[config.mk]
export PLATFORM = sky130hd
export DESIGN_NAME = rv64i_instruction_decoder_top
export DESIGN_NICKNAME = d
export VERILOG_FILES = /design/src/rtl/rvdec_pkg.sv /design/src/rtl/rvdec_core.sv /design/src/rtl/rv64i_instruction_decoder_top.sv
export SDC_FILE = /design/constraint.sdc
export NUM_CORES = 1
export LEC_CHECK = 0
export BUFFER_PORTS_ARGS = -buffer_cell sky130_fd_sc_hd__buf_4
export CORE_MARGIN = 5
export CORE_UTILIZATION = 30
export CTS_BUF_LIST = sky130_fd_sc_hd__clkbuf_8
export DETAILED_ROUTE_END_ITERATION = 16
export GPL_TIMING_DRIVEN = 0
export PLACE_DENSITY = 0.53
export SYNTH_ARGS = -nofsm -noshare
export SYNTH_HDL_FRONTEND = slang
export SYNTH_SLANG_ARGS = --single-unit
[constraint.sdc]
create_clock -name clock -period 5.83 [get_ports clock]
set_input_delay 0.2915 -clock clock [delete_from_list [all_inputs] [get_ports clock]]
set_output_delay 0.2915 -clock clock [all_outputs]
set_load 0.03 [all_outputs]
[src/rtl/rvdec_pkg.sv]
// Shared types and encodings for the RV64I instruction decoder.
// Pure declarations; no dependencies.
`default_nettype none

package rvdec_pkg;

   localparam int unsigned INSTR_W = 32;
   localparam int unsigned REG_W   = 5;
   localparam int unsigned IMM_W   = 32;
   localparam int unsigned OPER_W  = 6;

   // major opcodes, bits 6..0
   localparam logic [6:0] OPC_LUI    = 7'b0110111;
   localparam logic [6:0] OPC_AUIPC  = 7'b0010111;
   localparam logic [6:0] OPC_JAL    = 7'b1101111;
   localparam logic [6:0] OPC_JALR   = 7'b1100111;
   localparam logic [6:0] OPC_OPIMM  = 7'b0010011;
   localparam logic [6:0] OPC_LOAD   = 7'b0000011;
   localparam logic [6:0] OPC_STORE  = 7'b0100011;
   localparam logic [6:0] OPC_BRANCH = 7'b1100011;
   localparam logic [6:0] OPC_OP     = 7'b0110011;
   localparam logic [6:0] OPC_SYSTEM = 7'b1110011;
   localparam logic [6:0] OPC_OPIMMW = 7'b0011011;
   localparam logic [6:0] OPC_OPW    = 7'b0111011;

   // funct3, ALU group
   localparam logic [2:0] F3_ADD  = 3'd0;
   localparam logic [2:0] F3_SLL  = 3'd1;
   localparam logic [2:0] F3_SLT  = 3'd2;
   localparam logic [2:0] F3_SLTU = 3'd3;
   localparam logic [2:0] F3_XOR  = 3'd4;
   localparam logic [2:0] F3_SR   = 3'd5;
   localparam logic [2:0] F3_OR   = 3'd6;
   localparam logic [2:0] F3_AND  = 3'd7;

   // funct3, loads and stores
   localparam logic [2:0] F3_LB  = 3'd0;
   localparam logic [2:0] F3_LH  = 3'd1;
   localparam logic [2:0] F3_LW  = 3'd2;
   localparam logic [2:0] F3_LD  = 3'd3;
   localparam logic [2:0] F3_LBU = 3'd4;
   localparam logic [2:0] F3_LHU = 3'd5;
   localparam logic [2:0] F3_LWU = 3'd6;

   // funct3, branches
   localparam logic [2:0] F3_BEQ  = 3'd0;
   localparam logic [2:0] F3_BNE  = 3'd1;
   localparam logic [2:0] F3_BLT  = 3'd4;
   localparam logic [2:0] F3_BGE  = 3'd5;
   localparam logic [2:0] F3_BLTU = 3'd6;
   localparam logic [2:0] F3_BGEU = 3'd7;

   typedef enum logic [OPER_W-1:0] {
      OP_LUI, OP_AUIPC, OP_JAL, OP_JALR,
      OP_ADDI, OP_SLTI, OP_SLTIU, OP_XORI, OP_ORI, OP_ANDI,
      OP_SLLI, OP_SRLI, OP_SRAI,
      OP_LB, OP_LH, OP_LW, OP_LD, OP_LBU, OP_LHU, OP_LWU,
      OP_SB, OP_SH, OP_SW, OP_SD,
      OP_BEQ, OP_BNE, OP_BLT, OP_BGE, OP_BLTU, OP_BGEU,
      OP_ADD, OP_SUB, OP_SLL, OP_SLT, OP_SLTU, OP_XOR, OP_SRL, OP_SRA,
      OP_OR, OP_AND, OP_ECALL,
      OP_ADDIW, OP_SLLIW, OP_SRLIW, OP_SRAIW,
      OP_ADDW, OP_SUBW, OP_SLLW, OP_SRLW, OP_SRAW
   } op_type;

   localparam op_type OP_LAST = OP_SRAW;

   typedef struct packed {
      op_type                  operation;
      logic                    illegal;
      logic [REG_W-1:0]        dest_reg;
      logic [REG_W-1:0]        src1_reg;
      logic [REG_W-1:0]        src2_reg;
      logic signed [IMM_W-1:0] immediate;
   } dec_type;

endpackage

`default_nettype wire

[src/rtl/rvdec_core.sv]
// Combinational decode of one RV64I instruction word into a dec_type.
// Depends on rvdec_pkg.
`default_nettype none

module rvdec_core (
   input  wire logic [rvdec_pkg::INSTR_W-1:0] instr_word,
   output rvdec_pkg::dec_type                 dec
);

   logic [6:0] opc;
   logic [2:0] f3;
   logic       f7_zero;
   logic       bit30;
   logic       bad;
   rvdec_pkg::op_type op;
   logic [rvdec_pkg::IMM_W-1:0] imm;
   logic [rvdec_pkg::IMM_W-1:0] imm_i, imm_s, imm_b, imm_u, imm_j;

   assign opc     = instr_word[6:0];
   assign f3      = instr_word[14:12];
   assign f7_zero = (instr_word[31:25] == 7'd0);
   assign bit30   = instr_word[30];

   assign imm_i = {{20{instr_word[31]}}, instr_word[31:20]};
   assign imm_s = {{20{instr_word[31]}}, instr_word[31:25], instr_word[11:7]};
   assign imm_b = {{19{instr_word[31]}}, instr_word[31], instr_word[7],
                   instr_word[30:25], instr_word[11:8], 1'b0};
   assign imm_u = {instr_word[31:12], 12'd0};
   assign imm_j = {{11{instr_word[31]}}, instr_word[31], instr_word[19:12],
                   instr_word[20], instr_word[30:21], 1'b0};

   always_comb begin
      op  = rvdec_pkg::OP_LUI;
      imm = '0;
      bad = 1'b0;
      case (opc)
         rvdec_pkg::OPC_LUI: begin
            op  = rvdec_pkg::OP_LUI;
            imm = imm_u;
         end
         rvdec_pkg::OPC_AUIPC: begin
            op  = rvdec_pkg::OP_AUIPC;
            imm = imm_u;
         end
         rvdec_pkg::OPC_JAL: begin
            op  = rvdec_pkg::OP_JAL;
            imm = imm_j;
         end
         rvdec_pkg::OPC_JALR: begin
            op  = rvdec_pkg::OP_JALR;
            imm = imm_i;
         end
         rvdec_pkg::OPC_OPIMM: begin
            imm = imm_i;
            case (f3)
               rvdec_pkg::F3_ADD:  op = rvdec_pkg::OP_ADDI;
               rvdec_pkg::F3_SLL:  op = rvdec_pkg::OP_SLLI;
               rvdec_pkg::F3_SLT:  op = rvdec_pkg::OP_SLTI;
               rvdec_pkg::F3_SLTU: op = rvdec_pkg::OP_SLTIU;
               rvdec_pkg::F3_XOR:  op = rvdec_pkg::OP_XORI;
               rvdec_pkg::F3_SR:   op = bit30 ? rvdec_pkg::OP_SRAI : rvdec_pkg::OP_SRLI;
               rvdec_pkg::F3_OR:   op = rvdec_pkg::OP_ORI;
               default:            op = rvdec_pkg::OP_ANDI;
            endcase
         end
         rvdec_pkg::OPC_LOAD: begin
            imm = imm_i;
            case (f3)
               rvdec_pkg::F3_LB:  op = rvdec_pkg::OP_LB;
               rvdec_pkg::F3_LH:  op = rvdec_pkg::OP_LH;
               rvdec_pkg::F3_LW:  op = rvdec_pkg::OP_LW;
               rvdec_pkg::F3_LD:  op = rvdec_pkg::OP_LD;
               rvdec_pkg::F3_LBU: op = rvdec_pkg::OP_LBU;
               rvdec_pkg::F3_LHU: op = rvdec_pkg::OP_LHU;
               rvdec_pkg::F3_LWU: op = rvdec_pkg::OP_LWU;
               default:           bad = 1'b1;
            endcase
         end
         rvdec_pkg::OPC_STORE: begin
            imm = imm_s;
            case (f3)
               rvdec_pkg::F3_LB: op = rvdec_pkg::OP_SB;
               rvdec_pkg::F3_LH: op = rvdec_pkg::OP_SH;
               rvdec_pkg::F3_LW: op = rvdec_pkg::OP_SW;
               rvdec_pkg::F3_LD: op = rvdec_pkg::OP_SD;
               default:          bad = 1'b1;
            endcase
         end
         rvdec_pkg::OPC_BRANCH: begin
            imm = imm_b;
            case (f3)
               rvdec_pkg::F3_BEQ:  op = rvdec_pkg::OP_BEQ;
               rvdec_pkg::F3_BNE:  op = rvdec_pkg::OP_BNE;
               rvdec_pkg::F3_BLT:  op = rvdec_pkg::OP_BLT;
               rvdec_pkg::F3_BGE:  op = rvdec_pkg::OP_BGE;
               rvdec_pkg::F3_BLTU: op = rvdec_pkg::OP_BLTU;
               rvdec_pkg::F3_BGEU: op = rvdec_pkg::OP_BGEU;
               default:            bad = 1'b1;
            endcase
         end
         rvdec_pkg::OPC_OP: begin
            case (f3)
               rvdec_pkg::F3_ADD:  op = f7_zero ? rvdec_pkg::OP_ADD : rvdec_pkg::OP_SUB;
               rvdec_pkg::F3_SLL:  op = rvdec_pkg::OP_SLL;
               rvdec_pkg::F3_SLT:  op = rvdec_pkg::OP_SLT;
               rvdec_pkg::F3_SLTU: op = rvdec_pkg::OP_SLTU;
               rvdec_pkg::F3_XOR:  op = rvdec_pkg::OP_XOR;
               rvdec_pkg::F3_SR:   op = f7_zero ? rvdec_pkg::OP_SRL : rvdec_pkg::OP_SRA;
               rvdec_pkg::F3_OR:   op = rvdec_pkg::OP_OR;
               default:            op = rvdec_pkg::OP_AND;
            endcase
         end
         rvdec_pkg::OPC_SYSTEM: begin
            // every funct3 decodes as ecall
            op  = rvdec_pkg::OP_ECALL;
            imm = imm_i;
         end
         rvdec_pkg::OPC_OPIMMW: begin
            imm = imm_i;
            case (f3)
               rvdec_pkg::F3_ADD: op = rvdec_pkg::OP_ADDIW;
               rvdec_pkg::F3_SLL: op = rvdec_pkg::OP_SLLIW;
               rvdec_pkg::F3_SR:  op = bit30 ? rvdec_pkg::OP_SRAIW : rvdec_pkg::OP_SRLIW;
               default:           bad = 1'b1;
            endcase
         end
         rvdec_pkg::OPC_OPW: begin
            case (f3)
               rvdec_pkg::F3_ADD: op = f7_zero ? rvdec_pkg::OP_ADDW : rvdec_pkg::OP_SUBW;
               rvdec_pkg::F3_SLL: op = rvdec_pkg::OP_SLLW;
               rvdec_pkg::F3_SR:  op = f7_zero ? rvdec_pkg::OP_SRLW : rvdec_pkg::OP_SRAW;
               default:           bad = 1'b1;
            endcase
         end
         default: bad = 1'b1;
      endcase
   end

   // illegal words report operation 0 and a zero immediate
   always_comb begin
      dec.illegal   = bad;
      dec.operation = bad ? rvdec_pkg::OP_LUI : op;
      dec.immediate = bad ? '0 : $signed(imm);
      dec.dest_reg  = instr_word[11:7];
      dec.src1_reg  = instr_word[19:15];
      dec.src2_reg  = instr_word[24:20];
   end

endmodule

`default_nettype wire

[src/rtl/rv64i_instruction_decoder_top.sv]
// Top level of the RV64I instruction decoder: input register, decode, result register.
// Depends on rvdec_pkg and rvdec_core.
//
// Usage:
//  - req channel: one 32-bit instruction word per transaction on req_tdata.
//  - rsp channel: one decoded result per transaction. rsp_tdata carries operation,
//    rd, rs1, rs2 and the sign-extended immediate; rsp_tuser carries the illegal flag.
//  - Path: a request word passes through the input register, then the decode, then the
//    result register, which drives rsp_tvalid and the response payload.
//  - Throughput: one transaction per cycle while rsp_tready stays high, set by the single
//    decode pass between the two registers; requests and responses may flow back to back.
//  - Stall: when rsp_tready is low a full result register holds, the input register
//    keeps accepting until it too is full, then req_tready drops. Nothing is lost
//    or duplicated; each stage advances when it is empty or its consumer takes data.
//  - Reset (synchronous, active high): both stages are emptied; payload registers
//    are not cleared.
//  - Illegal words: operation and immediate read as zero, register fields pass raw.
`default_nettype none

module rv64i_instruction_decoder_top (
   input  wire  logic        clock,
   input  wire  logic        reset,
   // request channel
   input  wire  logic        req_tvalid,
   output logic              req_tready,
   input  wire  logic [31:0] req_tdata,   // [31:0] instruction_word
   // response channel
   output logic              rsp_tvalid,
   input  wire  logic        rsp_tready,
   output logic [55:0]       rsp_tdata,   // [5:0] operation, [10:6] dest_reg,
                                          // [15:11] src1_reg, [20:16] src2_reg,
                                          // [52:21] immediate, [55:53] zero
   output logic              rsp_tuser    // [0] illegal
);

   // stage 1: instruction register
   logic                            s1_valid_ff, s1_valid_in;
   logic [rvdec_pkg::INSTR_W-1:0]   s1_word_ff, s1_word_in;
   logic                            s1_ready;

   // stage 2: result register
   logic                            rsp_valid_ff, rsp_valid_in;
   rvdec_pkg::dec_type              rsp_dec_ff, rsp_dec_in;
   rvdec_pkg::dec_type              dec;
   logic                            rsp_advance;

   rvdec_core u_core (
      .instr_word (s1_word_ff),
      .dec        (dec)
   );

   assign rsp_advance = !rsp_valid_ff || rsp_tready;
   assign s1_ready    = !s1_valid_ff || rsp_advance;
   assign req_tready  = s1_ready;

   always_comb begin
      s1_valid_in = s1_valid_ff;
      s1_word_in  = s1_word_ff;
      if (s1_ready) begin
         s1_valid_in = req_tvalid;
         if (req_tvalid) begin
            s1_word_in = req_tdata;
         end
      end
   end

   always_comb begin
      rsp_valid_in = rsp_valid_ff;
      rsp_dec_in   = rsp_dec_ff;
      if (rsp_advance) begin
         rsp_valid_in = s1_valid_ff;
         if (s1_valid_ff) begin
            rsp_dec_in = dec;
         end
      end
   end

   always_ff @(posedge clock) begin
      if (reset) begin
         s1_valid_ff  <= 1'b0;
         rsp_valid_ff <= 1'b0;
      end else begin
         s1_valid_ff  <= s1_valid_in;
         rsp_valid_ff <= rsp_valid_in;
      end
      s1_word_ff <= s1_word_in;
      rsp_dec_ff <= rsp_dec_in;
   end

   assign rsp_tvalid = rsp_valid_ff;
   assign rsp_tuser  = rsp_dec_ff.illegal;
   assign rsp_tdata  = {3'd0,
                        rsp_dec_ff.immediate,
                        rsp_dec_ff.src2_reg,
                        rsp_dec_ff.src1_reg,
                        rsp_dec_ff.dest_reg,
                        rsp_dec_ff.operation};

   // illegal results carry operation 0 and a zero immediate
   a_illegal_zero: assert property (@(posedge clock) disable iff (reset)
      rsp_valid_ff && rsp_dec_ff.illegal |->
         rsp_dec_ff.operation == rvdec_pkg::OP_LUI && rsp_dec_ff.immediate == '0)
      else $error("illegal result with nonzero operation or immediate");

   // every valid result stays within the operation range
   a_op_range: assert property (@(posedge clock) disable iff (reset)
      rsp_valid_ff |-> rsp_dec_ff.operation <= rvdec_pkg::OP_LAST)
      else $error("operation out of range");

   // a staged instruction is held while the result register is blocked
   a_s1_hold: assert property (@(posedge clock) disable iff (reset)
      s1_valid_ff && !rsp_advance |=> s1_valid_ff && $stable(s1_word_ff))
      else $error("staged instruction lost under stall");

   // an accepted request always lands in stage 1
   a_s1_load: assert property (@(posedge clock) disable iff (reset)
      req_tvalid && req_tready |=> s1_valid_ff && s1_word_ff == $past(req_tdata))
      else $error("accepted request not captured");

   // a staged instruction moves into the result register when it has room
   a_s2_load: assert property (@(posedge clock) disable iff (reset)
      s1_valid_ff && rsp_advance |=> rsp_valid_ff)
      else $error("decoded result not registered");

endmodule

`default_nettype wire
# After elaboration in Yosys (flattened, before gate mapping)
# Cells that the tools add are included.
dict set report word_totals {
  register_bits 88
  latchBits 0
  ramBits 0
  romBits 0
  in_bits 36
  output_inout_bits 59
  elab_cells 64
  n_memories 0
}
dict set report classes {
  n_addsub 0
  mul 0
  n_div 0
  order_cmp 0
  n_eq_ne 19
  n_shift 0
  mux 20
  bitwise 0
  n_reduce_logical 16
}
# cell n
set ops {}
lappend ops {{32-bit one-hot mux with 5 select lines} 1}
lappend ops {{6-bit one-hot mux with 7 select lines} 2}
lappend ops {{6-bit one-hot mux with 11 select lines} 1}
lappend ops {{6-bit one-hot mux with 3 select lines} 2}
lappend ops {{5-bit one-hot mux with 7 select lines} 1}
lappend ops {{5-bit one-hot mux with 6 select lines} 1}
lappend ops {{7-bit by 6-bit equality test with 1-bit output (second input constant)} 4}
lappend ops {{7-bit equality test (second input constant)} 4}
lappend ops {{7-bit by 5-bit equality test with 1-bit output (second input constant)} 3}
lappend ops {{5-bit one-hot mux with 4 select lines} 1}
lappend ops {{7-bit OR reduction} 2}
lappend ops {{3-bit equality test (second input constant)} 4}
lappend ops {{7-bit by 2-bit equality test with 1-bit output (second input constant)} 1}
lappend ops {{7-bit zero test} 1}
lappend ops {{1-bit 2-to-1 mux} 7}
lappend ops {{3-bit by 2-bit equality test with 1-bit output (second input constant)} 2}
lappend ops {{3-bit 2-to-1 mux} 2}
lappend ops {{6-bit OR reduction} 1}
lappend ops {{1-bit one-hot mux with 5 select lines} 1}
lappend ops {{5-bit OR reduction} 1}
lappend ops {{2-bit AND reduction} 2}
lappend ops {{2-bit OR reduction} 2}
lappend ops {{4-bit OR reduction} 1}
lappend ops {{3-bit by 1-bit equality test with 1-bit output (second input constant)} 1}
lappend ops {{other kinds (5)} 7}

# Longest topological paths before layout
# Gate-level depths: netlist of run 1.
dict set report depth {
  depth_word 4
  mapped_depth 8
  mapped_depth_nobuf 6
}

# Modules after synthesis
# Synthesis of run 1 repeated with hierarchy kept, for this count alone.
dict set report unflattened {
  hier_cells 380
  area_unflattened_um2 4359.2
}
# module instances cells_each area_each_um2 seq_area_each_um2
set by_module_without_submodules {}
lappend by_module_without_submodules {rv64i_instruction_decoder_top 1 100 2712.6 2622.5}
lappend by_module_without_submodules {rvdec_core 1 280 1646.6 0.0}

# Worst setup path before layout of run 1
# Ideal clock, no wire load.
dict set report synth_timing {
  kind {register to register}
  start {register rsp_valid_ff (netlist: rsp_tvalid)}
  end {register rsp_dec_ff (netlist bit rsp_tdata[0]) (enable)}
  setup_time_ns 0.472
  t_arrival_ns 3.018
  required_ns 5.358
  path_slack_ns 2.339
  stages_incl_launch_ff 3
  path_buffers 0
  synth_period_minus_slack_ns 3.491
  cell_sequence {dfxtp_1 -> nor2b_1 -> nor2b_1}
}
dict set report synth_between {
  elab_chain_cells 3
}
# item line_no
set synth_lines {}
lappend synth_lines {{start, declared} rv64i_instruction_decoder_top.sv:42} ;# logic rsp_valid_ff, rsp_valid_in;
lappend synth_lines {{start signal, assigned} rv64i_instruction_decoder_top.sv:84} ;# rsp_valid_ff <= rsp_valid_in;
lappend synth_lines {{1-bit zero test} rv64i_instruction_decoder_top.sv:52} ;# assign rsp_advance = !rsp_valid_ff || rsp_tready;
lappend synth_lines {{1-bit logical OR} rv64i_instruction_decoder_top.sv:52}
lappend synth_lines {{2-bit AND reduction (no source line)} n/a}
lappend synth_lines {{end signal, assigned} rv64i_instruction_decoder_top.sv:87} ;# rsp_dec_ff <= rsp_dec_in;
lappend synth_lines {{end, declared} rv64i_instruction_decoder_top.sv:43} ;# rvdec_pkg::dec_type rsp_dec_ff, rsp_dec_in;
# Every way passes these cells.
# A chain may end at the register's enable or synchronous reset.

# Worst setup path in the final report of run 1
dict set report layout_timing {
  start {register s1_word_ff[6] in the netlist's numbering}
  end {register rsp_dec_ff (netlist bit rsp_tdata[38]), data pin}
}
dict set report layout_between {
  elab_chain_cells 3
  elab_cells_between_ends 18
  cone_classes {eq/ne (12); mux (2); reduce/logical (4)}
}
# item line_no
set layout_lines {}
lappend layout_lines {{start, declared} rv64i_instruction_decoder_top.sv:38} ;# logic [rvdec_pkg::INSTR_W-1:0] s1_word_ff, s1_word_in;
lappend layout_lines {{start signal, assigned} rv64i_instruction_decoder_top.sv:86} ;# s1_word_ff <= s1_word_in;
lappend layout_lines {{7-bit by 6-bit equality test with 1-bit output (tied with other cells)} rvdec_core.sv:36} ;# case (opc)
lappend layout_lines {{7-bit OR reduction (no source line) (tied with other cells)} n/a}
lappend layout_lines {{1-bit one-hot mux with 5 select lines / 32-bit one-hot mux with 5 select lines (equally long branches)} rvdec_core.sv:36}
# Several ways; a longest one is shown, not always the timed one.

==> summary.txt, run 1 <==
Status
  – Status: finished clean

Power
  – Peak supply drop: 0.0968 mV
  – Total power draw: 0.00133 W
  – Leakage: 1.80 nW
  – Pwr dens: 257 nW/um^2

Worst setup path
  – R2r setup slk: 3.61 ns
  – Critical Setup Path Class: register to register
  – Setup crit start kind: register
  – Worst r2r path cells: 7
  – Worst EP required: 5.91 ns
  – Nature of the critical path endpoint: register
  – Crit path DAT: 2.30 ns
  – Max Fanout on Critical Path: 10

Timing
  – Fin crit share: 38.1%
  – RSZ-0062 raised after global routing: no
  – Min cycle time layout: 2.22 ns
  – Final setup violation count: 0
  – Clock Skew: 0.0153 ns
  – Slew headroom: 48.1%
  – Tightest Pin Transition: 0.779 ns
  – Final max-slew violation count: 0
  – Max Freq: 450 MHz
  – Fin. Hold Viols: 0
  – Setup_tns: 0 ns

Routing
  – Via count: 2983
  – DR pass1 iterations: 6
  – DR DRC count: 0
  – Via density: 4.92
  – 1st-iter DRT viols: 197
  – WL final: 10500 um
  – Drt wl/cell: 17.3 um
  – Antenna Violating Nets Remaining: 0

Finish
  – N_diodes: 0
  – Area grow syn2layout: 27.7%
  – Post-route insts no fill: 606
  – Nets@finish: 461
  – Layout cells sized above 1: 34.0%
  – FILL cells: 1318

Synth
  – Fraction of registers with async set/reset: 0%
  – Yosys cell types: 55
  – Area leader, netlist: edfxtp_1
  – Post-Syn Instances: 320
  – Number of synthesized flops with an enable pin: 86
  – Yosys top cell area share: 63.9%
  – FF+latch count, synth: 88
  – Syn. warnings: 0
  – Primary FF master, synth: edfxtp_1
  – Post-Syn Area: 4040 sq um
  – Synth top area cells: edfxtp_1, nand2_1, a21oi_1
  – Synth Area per Inst: 12.6 sq um
  – Seq/Total Area, Yosys: 64.9%
  – Post-synth top cells: edfxtp_1, nand2_1, nor2_1
  – Count leader, synth: edfxtp_1

Hold path
  – Hold crit path type: primary input to register
  – Worst Hold Depth: 2

Placed design
  – Placed cells: 590
  – GPL Wtd Cong: 0.877
  – # port buffers: 91
  – Detailed placement HPWL: 7610 um

GRT
  – Number of global-route vias before repair: 2965
  – Largest net degree at the start of global routing: 37
  – Total track usage: 13.2%
  – First-pass GRT wire length: 16400 um
  – GRT overflow: 0
  – Initial antenna violation count: 0

Clock tree
  – # Post-CTS Setup Buffers: 0
  – CTS Root Cell: clkbuf_8
  – H-tree levels: 3
  – Post-CTS sizing: 0
  – Worst-path clk slew: 0.10 ns
  – CTS tree: built
  – Clock Path Buffers: 2
  – Cts hold-fix bufs: 0
  – CTS Sinks: 88
  – Num CTS Buffers: 9
  – Clk_lat worst skew: 0.37 ns

Floorplanning
  – I/O pin total: 95
  – Core area: 13200 sq um
  – DIE WIDTH: 126 um
  – Initial Util: 30.5%
  – Rows: 42
  – Die H: 126 um
  – Full die area: 15900 sq um

Job
  – Max-Cap Viols: 0
-- metrics by stage --
step	instance area [sq um]	worst slack (ns)	hold WS (ns)	utilization [%]
after global routing	5160	3.45	0.0550	39.0
final	5160	3.61	0.0840	39.0
after global placement	4950	1.36	0.431	37.4
after detailed placement	4980	3.64	0.436	37.6
after CTS	5160	3.60	0.0639	39.0
after floorplan	4050	2.34	0.364	-
-- placed cells by master, fill, tap and decap left out, types with 4 or more instances in the layout --
master     n
a21oi_2   10
nor2_1    20
o21ai_0    4
clkbuf_1   5
edfxtp_1  86
buf_2      9
buf_4     99
nor3_1    11
nand2_1   32
o22ai_1    7
nand3_1   10
a22oi_1    6
nor4_1     4
nor2b_1    5
a31oi_1    5
nand2b_1   6
and3_1     9
clkbuf_8   9
a21oi_1   19
a211oi_1   4
o32ai_1    4
-- cell families after synthesis --
group	share of synthesized area, %
other cells	0.0928
simple gates	15.9
buf+inv	4.18
flops	64.9
compound gates	13.8
xor+xnor	0.650
mux	0.495
-- state kept, by name, indices dropped and copies added (netlist names) --
register	cells
rsp_tvalid	1
s1_word_ff	32
rsp_tdata	53
rsp_tuser	1
s1_valid_ff	1
-- where the power goes --
group / switching, W / total, W / internal, W
Clock: 0.000241 / 0.000400 / 0.000159
Sequential: 0.0000172 / 0.000746 / 0.000729
Combinational: 0.000113 / 0.000181 / 0.0000678
-- routing by layer --
layer | GRT usage (%) | share of wire, %
met5 | 0 | 0
met4 | 4.35 | 1.3
met3 | 3.09 | 5.8
met2 | 20.8 | 47
met1 | 17.9 | 46
-- worst max-delay path, stage by stage, from the launching register on --
cell and delay (ns):
edfxtp_1 0.37, buf_4 0.17, buf_4 0.18, nand2_1 0.20
o21a_1 0.16, o32ai_1 0.07, o211ai_1 0.63, a21oi_1 0.14
-- layout make-up --
class / instances / area (sq um) / share of cell area (%)
flip-flops and latches: 88 / 2620 / 50.8
multi-input cells: 204 / 1270 / 24.6
repair buffers: 92 / 703 / 13.6
well taps: 176 / 220 / 4.27
plain buffers: 26 / 154 / 2.98
clock buffers: 9 / 124 / 2.40
clock inverters: 7 / 55.1 / 1.07
inverters: 4 / 15.0 / 0.291
-- final timing paths --
check,to,start
worst max-delay path,rsp_tdata[38],s1_word_ff[6]
worst min-delay path,s1_valid_ff,reset
worst max register to register,rsp_tdata[38],s1_word_ff[6]
worst min register to register,rsp_tdata[15],s1_word_ff[19]
Note: power is estimated with default switching activity, not from simulation.
==> run 2, diff against run 1 <==
clock period = 2.3 ns   (was 5.83 ns; I/O delays follow)
==> run 2 against run 1 <==
- sequential share of layout area fell by 3.7 points
- highest routed layer unchanged
- critical path type unchanged
- critical endpoint is now rsp_tdata[42]
- sequential power rose to 2.5 times the previous value
- largest power group unchanged
- fmax rose by 4.6%
==> summary.txt, run 2 (synthesis results as in run 1) <==
Routing
  – WL final: 10700 um (+2.0%)
  – 1st-iter DRT viols: 299 (+52%)
  – Via density: 4.86 (-1.3%)
  – Via count: 3119 (+4.6%)
  – DR pass1 iterations: 4 (-2)
  – Antenna Violating Nets Remaining: 0 (unchanged)
  – Drt wl/cell: 16.7 um (-3.7%)
  – DR DRC count: 0 (unchanged)

GRT
  – Total track usage: 13.9% (+0.72 points)
  – Number of global-route vias before repair: 3207 (+8.2%)
  – Initial antenna violation count: 0 (unchanged)
  – Largest net degree at the start of global routing: 34 (-8.1%)
  – GRT overflow: 0 (unchanged)
  – First-pass GRT wire length: 17400 um (+5.8%)

Floorplanning
  – Rows: 42 (unchanged)
  – Die H: 126 um (unchanged)
  – Full die area: 15900 sq um (unchanged)
  – DIE WIDTH: 126 um (unchanged)
  – Core area: 13200 sq um (unchanged)
  – I/O pin total: 95 (unchanged)
  – Initial Util: 30.5% (unchanged)

Worst setup path
  – Critical Setup Path Class: register to register
  – Worst EP required: 2.43 ns (-3.48 ns)
  – Crit path DAT: 2.25 ns (-0.05 ns)
  – Worst-path cell chain: buf_4 > clkbuf_1 > o22ai_2 > nand3_1 > buf_2 > a21oi_2
  – Buf/Inv on CP: 3 (+1)
  – Critical path's top delay family: buffers and inverters
  – Setup crit start kind: register
  – Worst path max stage delay: 0.43 ns (-0.20 ns)
  – Slowest CP cell: edfxtp_1
  – Max Fanout on Critical Path: 10 (unchanged)
  – Nature of the critical path endpoint: register

Power
  – Peak supply drop: 0.326 mV (+240%)
  – Reg power frac: 53.9% (-2.3 points)
  – Leakage: 1.98 nW (+10%)
  – Sw power: 0.000937 W (+150%)
  – Pwr dens: 631 nW/um^2 (+150%)
  – Net Sw Frac: 26.7% (-1.3 points)
  – Clock power frac: 31.6% (+1.5 points)
  – Total power draw: 0.00351 W (+160%)
  – P_int: 0.00258 W (+170%)
  – Combinational Power Share: 14.5% (+0.9 points)

Finish
  – Most common cell after layout, fill and taps aside: buf_4
  – Most frequent cells in the layout: buf_4, edfxtp_1, dlygate4sd3_1
  – Area grow syn2layout: 37.6%
  – Nets@finish: 497 (+7.8%)
  – Finished Cell Area: 5560 sq um (+7.8%)
  – N_diodes: 0 (unchanged)
  – Layout cells sized above 1: 32.2% (-1.8 points)
  – Post-route insts no fill: 642 (+5.9%)
  – Max reg flops: 53 (unchanged)
  – FILL cells: 1260 (-4.4%)

Clock tree
  – H-tree levels: 3 (unchanged)
  – Num CTS Buffers: 9 (unchanged)
  – CTS Root Cell: clkbuf_8
  – Clk_lat worst skew: 0.38 ns (about the same)
  – CTS Sinks: 88 (unchanged)
  – Clock Path Buffers: 2 (unchanged)
  – Worst-path clk slew: 0.09 ns (about the same)
  – CTS tree: built

Timing
  – Setup_tns: 0 ns (unchanged)
  – Slew headroom: 47.1% (-0.97 points)
  – Fin. Hold Viols: 0 (unchanged)
  – RSZ-0062 raised after global routing: no
  – Final max-slew violation count: 0 (unchanged)
  – Max Freq: 471 MHz (+4.6%)
  – Min cycle time layout: 2.12 ns (-0.0969 ns)
  – Tightest Pin Transition: 0.793 ns (+0.0146 ns)
  – Final setup violation count: 0 (unchanged)
  – Clock Skew: 0.00791 ns (-0.00734 ns)
  – Fin crit share: 92.4% (+54 points)
  – Final worst slack: 0.176 ns (-3.43 ns)

Placed design
  – GPL Wtd Cong: 0.874 (-0.32%)
  – Placed cells: 591 (+0.17%)
  – Post-Place Worst Slack: 0.117 ns (-3.53 ns)
  – # port buffers: 91 (unchanged)
  – Detailed placement HPWL: 7540 um (-0.98%)
  – Dpl cell area: 5010 sq um (+0.55%)

Hold path
  – Hold crit path type: primary input to register

Status
  – Status: finished clean

Job
  – Max-Cap Viols: 0 (unchanged)
[run 2: path summary, 6_finish.rpt]
path / from / slack, ns / depth (start not counted) / endpoint
max reg2reg: s1_word_ff[4] / 0.18 / 6 / rsp_tdata[42]
max: s1_word_ff[4] / 0.18 / 6 / rsp_tdata[42]
min reg2reg: s1_word_ff[16] / 0.45 / 0 / rsp_tdata[12]
min: rsp_tready / 0.06 / 4 / rsp_tvalid
[run 2: routing by layer]
metal  global-route usage (%)  wire length (um)
met5                        0                 0
met4                     6.50               196
met3                     3.51               564
met2                     22.1              5250
met1                     17.7              4710
[run 2: timing repair]
item	CTS	global route
resized for setup	0	1
hold endpoints to repair	34	0
hold buffers	34	0
setup buffers	0	1
setup endpoints to repair	0	8
[run 2: through the flow]
| step | util [%] | hold slack (ns) |
|---|---|---|
| 2_1_floorplan | - | 0.187 |
| 3_3_place_gp | 37.5 | 0.285 |
| 3_5_place_dp | 37.8 | 0.290 |
| 4_1_cts | 41.9 | 0.0397 |
| 5_1_grt | 42.0 | 0.0716 |
| 6_report | 42.0 | 0.0607 |
[run 2: area by class of cell]
| cell class | count | area [sq um] | area share [%] |
|---|---|---|---|
| multi-input combinational | 204 | 1270 | 22.8 |
| inverter | 4 | 15.0 | 0.270 |
| buffer | 26 | 154 | 2.77 |
| sequential | 88 | 2620 | 47.1 |
| clock buffer | 9 | 124 | 2.23 |
| tap | 176 | 220 | 3.96 |
| timing repair buffer | 128 | 1080 | 19.4 |
| clock inverter | 7 | 78.8 | 1.42 |
[run 2: power by group through the flow]
stage | combinational, W | clock (W) | sequential, W
6_report | 0.000511 | 0.00111 | 0.00189
4_1_cts | 0.000512 | 0.00114 | 0.00190
5_1_grt | 0.000548 | 0.00122 | 0.00190
2_1_floorplan | 0.000182 | 0 | 0.00202
3_3_place_gp | 0.000456 | 0 | 0.00193
3_5_place_dp | 0.000465 | 0 | 0.00193
[run 2: tightest hold or removal path, cell delays in order]
cell     delay, ns
buf_4         0.08
nor2b_1       0.08
nor2_1        0.09
nor2_1        0.04
==> run 3, diff against run 2 <==
CORE_MARGIN = 10   (was 5)
clock period = 2.4 ns   (was 2.3 ns; I/O delays follow)
==> run 3 against run 2 <==
- flip-flop and latch count is the same
- sequential power shrank 4%
- critical endpoint is now rsp_tdata[37]
- wire length grew 2.7%
- via count shrank 0.99%
- clock power shrank 20%
- highest routed layer unchanged
- die area grew 16%
- critical path type unchanged
- non-clock buffer count shrank 2
==> summary.txt, run 3 (synthesis results as in run 1) <==
Power
  – Leakage: 1.95 nW (-1.8%)
  – Pwr dens: 581 nW/um^2 (-7.9%)
  – Peak supply drop: 0.236 mV (-28%)

Placed design
  – # port buffers: 91 (unchanged)
  – GPL Wtd Cong: 0.877 (+0.34%)
  – Post-Place Worst Slack: 0.253 ns (+0.136 ns)
  – Dpl cell area: 4980 sq um (-0.55%)
  – Detailed placement HPWL: 7970 um (+5.8%)

Timing
  – Min cycle time layout: 2.17 ns (+0.0501 ns)
  – Tightest Pin Transition: 0.789 ns (-0.00429 ns)
  – Fin crit share: 90.6% (-1.8 points)
  – Setup_tns: 0 ns (unchanged)
  – Fin. Hold Viols: 0 (unchanged)
  – Clock Skew: 0.00872 ns (+0.000807 ns)
  – Slew headroom: 47.4% (+0.29 points)
  – Final max-slew violation count: 0 (unchanged)
  – Max Freq: 460 MHz (-2.3%)
  – Final worst slack: 0.226 ns (+0.0499 ns)
  – RSZ-0062 raised after global routing: no
  – Final setup violation count: 0 (unchanged)

Finish
  – Most common cell after layout, fill and taps aside: buf_4
  – Finished Cell Area: 5480 sq um (-1.4%)
  – Layout cells sized above 1: 31.1% (-1.1 points)
  – Max reg flops: 53 (unchanged)
  – Most frequent cells in the layout: buf_4, edfxtp_1, dlygate4sd3_1
  – Nets@finish: 495 (-0.40%)
  – Final core utilization: 41.4% (-0.60 points)
  – N_diodes: 0 (unchanged)
  – Area grow syn2layout: 35.7%

Hold path
  – Worst Hold Depth: 4 (unchanged)
  – Hold crit path type: primary input to register
  – Worst min-delay path startpoint: rsp_tready
  – Worst Hold Endpoint: rsp_tvalid

Routing
  – Antenna Violating Nets Remaining: 0 (unchanged)
  – Drt wl/cell: 17.2 um (+3.2%)
  – DR DRC count: 0 (unchanged)
  – DR pass1 iterations: 4 (unchanged)
  – WL final: 11000 um (+2.7%)
  – Via density: 4.83 (-0.53%)
  – 1st-iter DRT viols: 240 (-20%)
  – Via count: 3088 (-0.99%)

Worst setup path
  – Nature of the critical path endpoint: register
  – Setup crit start kind: register
  – Worst R2R End: rsp_tdata[37]
  – Worst EP required: 2.48 ns (+0.05 ns)
  – Worst reg2reg startpoint: s1_word_ff[2]
  – Max Fanout on Critical Path: 10 (unchanged)
  – Critical Setup Path Class: register to register
  – Crit path DAT: 2.26 ns (about the same)
  – Worst r2r path cells: 5 (-1)
  – R2r setup slk: 0.23 ns (+0.05 ns)

GRT
  – Largest net degree at the start of global routing: 33 (-2.9%)
  – Initial antenna violation count: 0 (unchanged)
  – Number of global-route vias before repair: 3128 (-2.5%)
  – Total track usage: 12.0% (-1.9 points)
  – First-pass GRT wire length: 17200 um (-1.0%)
  – GRT overflow: 0 (unchanged)

Floorplanning
  – Initial Util: 30.5% (unchanged)
  – Rows: 42 (unchanged)
  – DIE WIDTH: 136 um (+7.9%)
  – I/O pin total: 95 (unchanged)
  – Die H: 136 um (+7.9%)
  – Full die area: 18500 sq um (+16%)
  – Core area: 13200 sq um (unchanged)

Status
  – Status: finished clean

Job
  – Max-Cap Viols: 0 (unchanged)

Clock tree
  – Clk_lat worst skew: 0.37 ns (about the same)
  – # Post-CTS Setup Buffers: 0 (unchanged)
  – Clock Path Buffers: 2 (unchanged)
  – CTS Root Cell: clkbuf_8
  – Post-CTS sizing: 0 (unchanged)
  – H-tree levels: 3 (unchanged)
  – CTS tree: built
  – CTS Sinks: 88 (unchanged)
  – Cts hold-fix bufs: 34 (unchanged)
  – Num CTS Buffers: 9 (unchanged)
  – Worst-path clk slew: 0.08 ns (about the same)
==> run 3: worst max path at each step <==
stage / start / end / slack [ns]
2_1_floorplan: rsp_tvalid / s1_word_ff[0] / 0.28
3_3_place_gp: rsp_tvalid / s1_word_ff[18] / 0.20
3_5_place_dp: s1_word_ff[6] / rsp_tdata[37] / 0.25
4_1_cts: s1_word_ff[6] / rsp_tdata[36] / 0.23
5_1_grt: s1_word_ff[2] / rsp_tdata[33] / 0.07
6_report: s1_word_ff[2] / rsp_tdata[37] / 0.23
==> run 3: routing by layer <==
layer | share of wire (%) | track usage [%] | vias to the layer above
met3 | 6.8 | 3.80 | 12
met4 | 1.5 | 4.38 | 0
met1 | 43 | 14.5 | 1473
met2 | 48 | 19.4 | 105
li1 | - | - | 1498
met5 | 0 | 0 | -
==> run 3: critical path, stage by stage (launching register included) <==
cell,delay (ns)
edfxtp_1,0.46
buf_2,0.27
buf_2,0.26
o32ai_1,0.11
o211ai_1,0.63
a21oi_1,0.15
==> run 3: stage by stage <==
stage          hold slack [ns]  instances  total power (W)
2_1_floorplan            0.192        322          0.00211
3_3_place_gp             0.290        589          0.00229
3_5_place_dp             0.296        590          0.00229
4_1_cts                 0.0563        639          0.00323
5_1_grt                 0.0721        639          0.00333
6_report                0.0860        639          0.00319
==> run 3: cell type report <==
cell class                      instances  area, sq um
Inverter                                4         15.0
Clock buffer                            9          124
Multi-Input combinational cell        204         1270
Buffer                                 26          154
Tap cell                              176          220
Sequential cell                        88         2620
Clock inverter                          6         37.5
Fill cell                            1306         7760
Timing Repair Buffer                  126         1040
==> run 3: where the power goes <==
| group | switching, W | total (W) | internal, W |
|---|---|---|---|
| registers | 0.0000416 | 0.00181 | 0.00177 |
| logic | 0.000284 | 0.000485 | 0.000201 |
| clock network | 0.000523 | 0.000890 | 0.000366 |
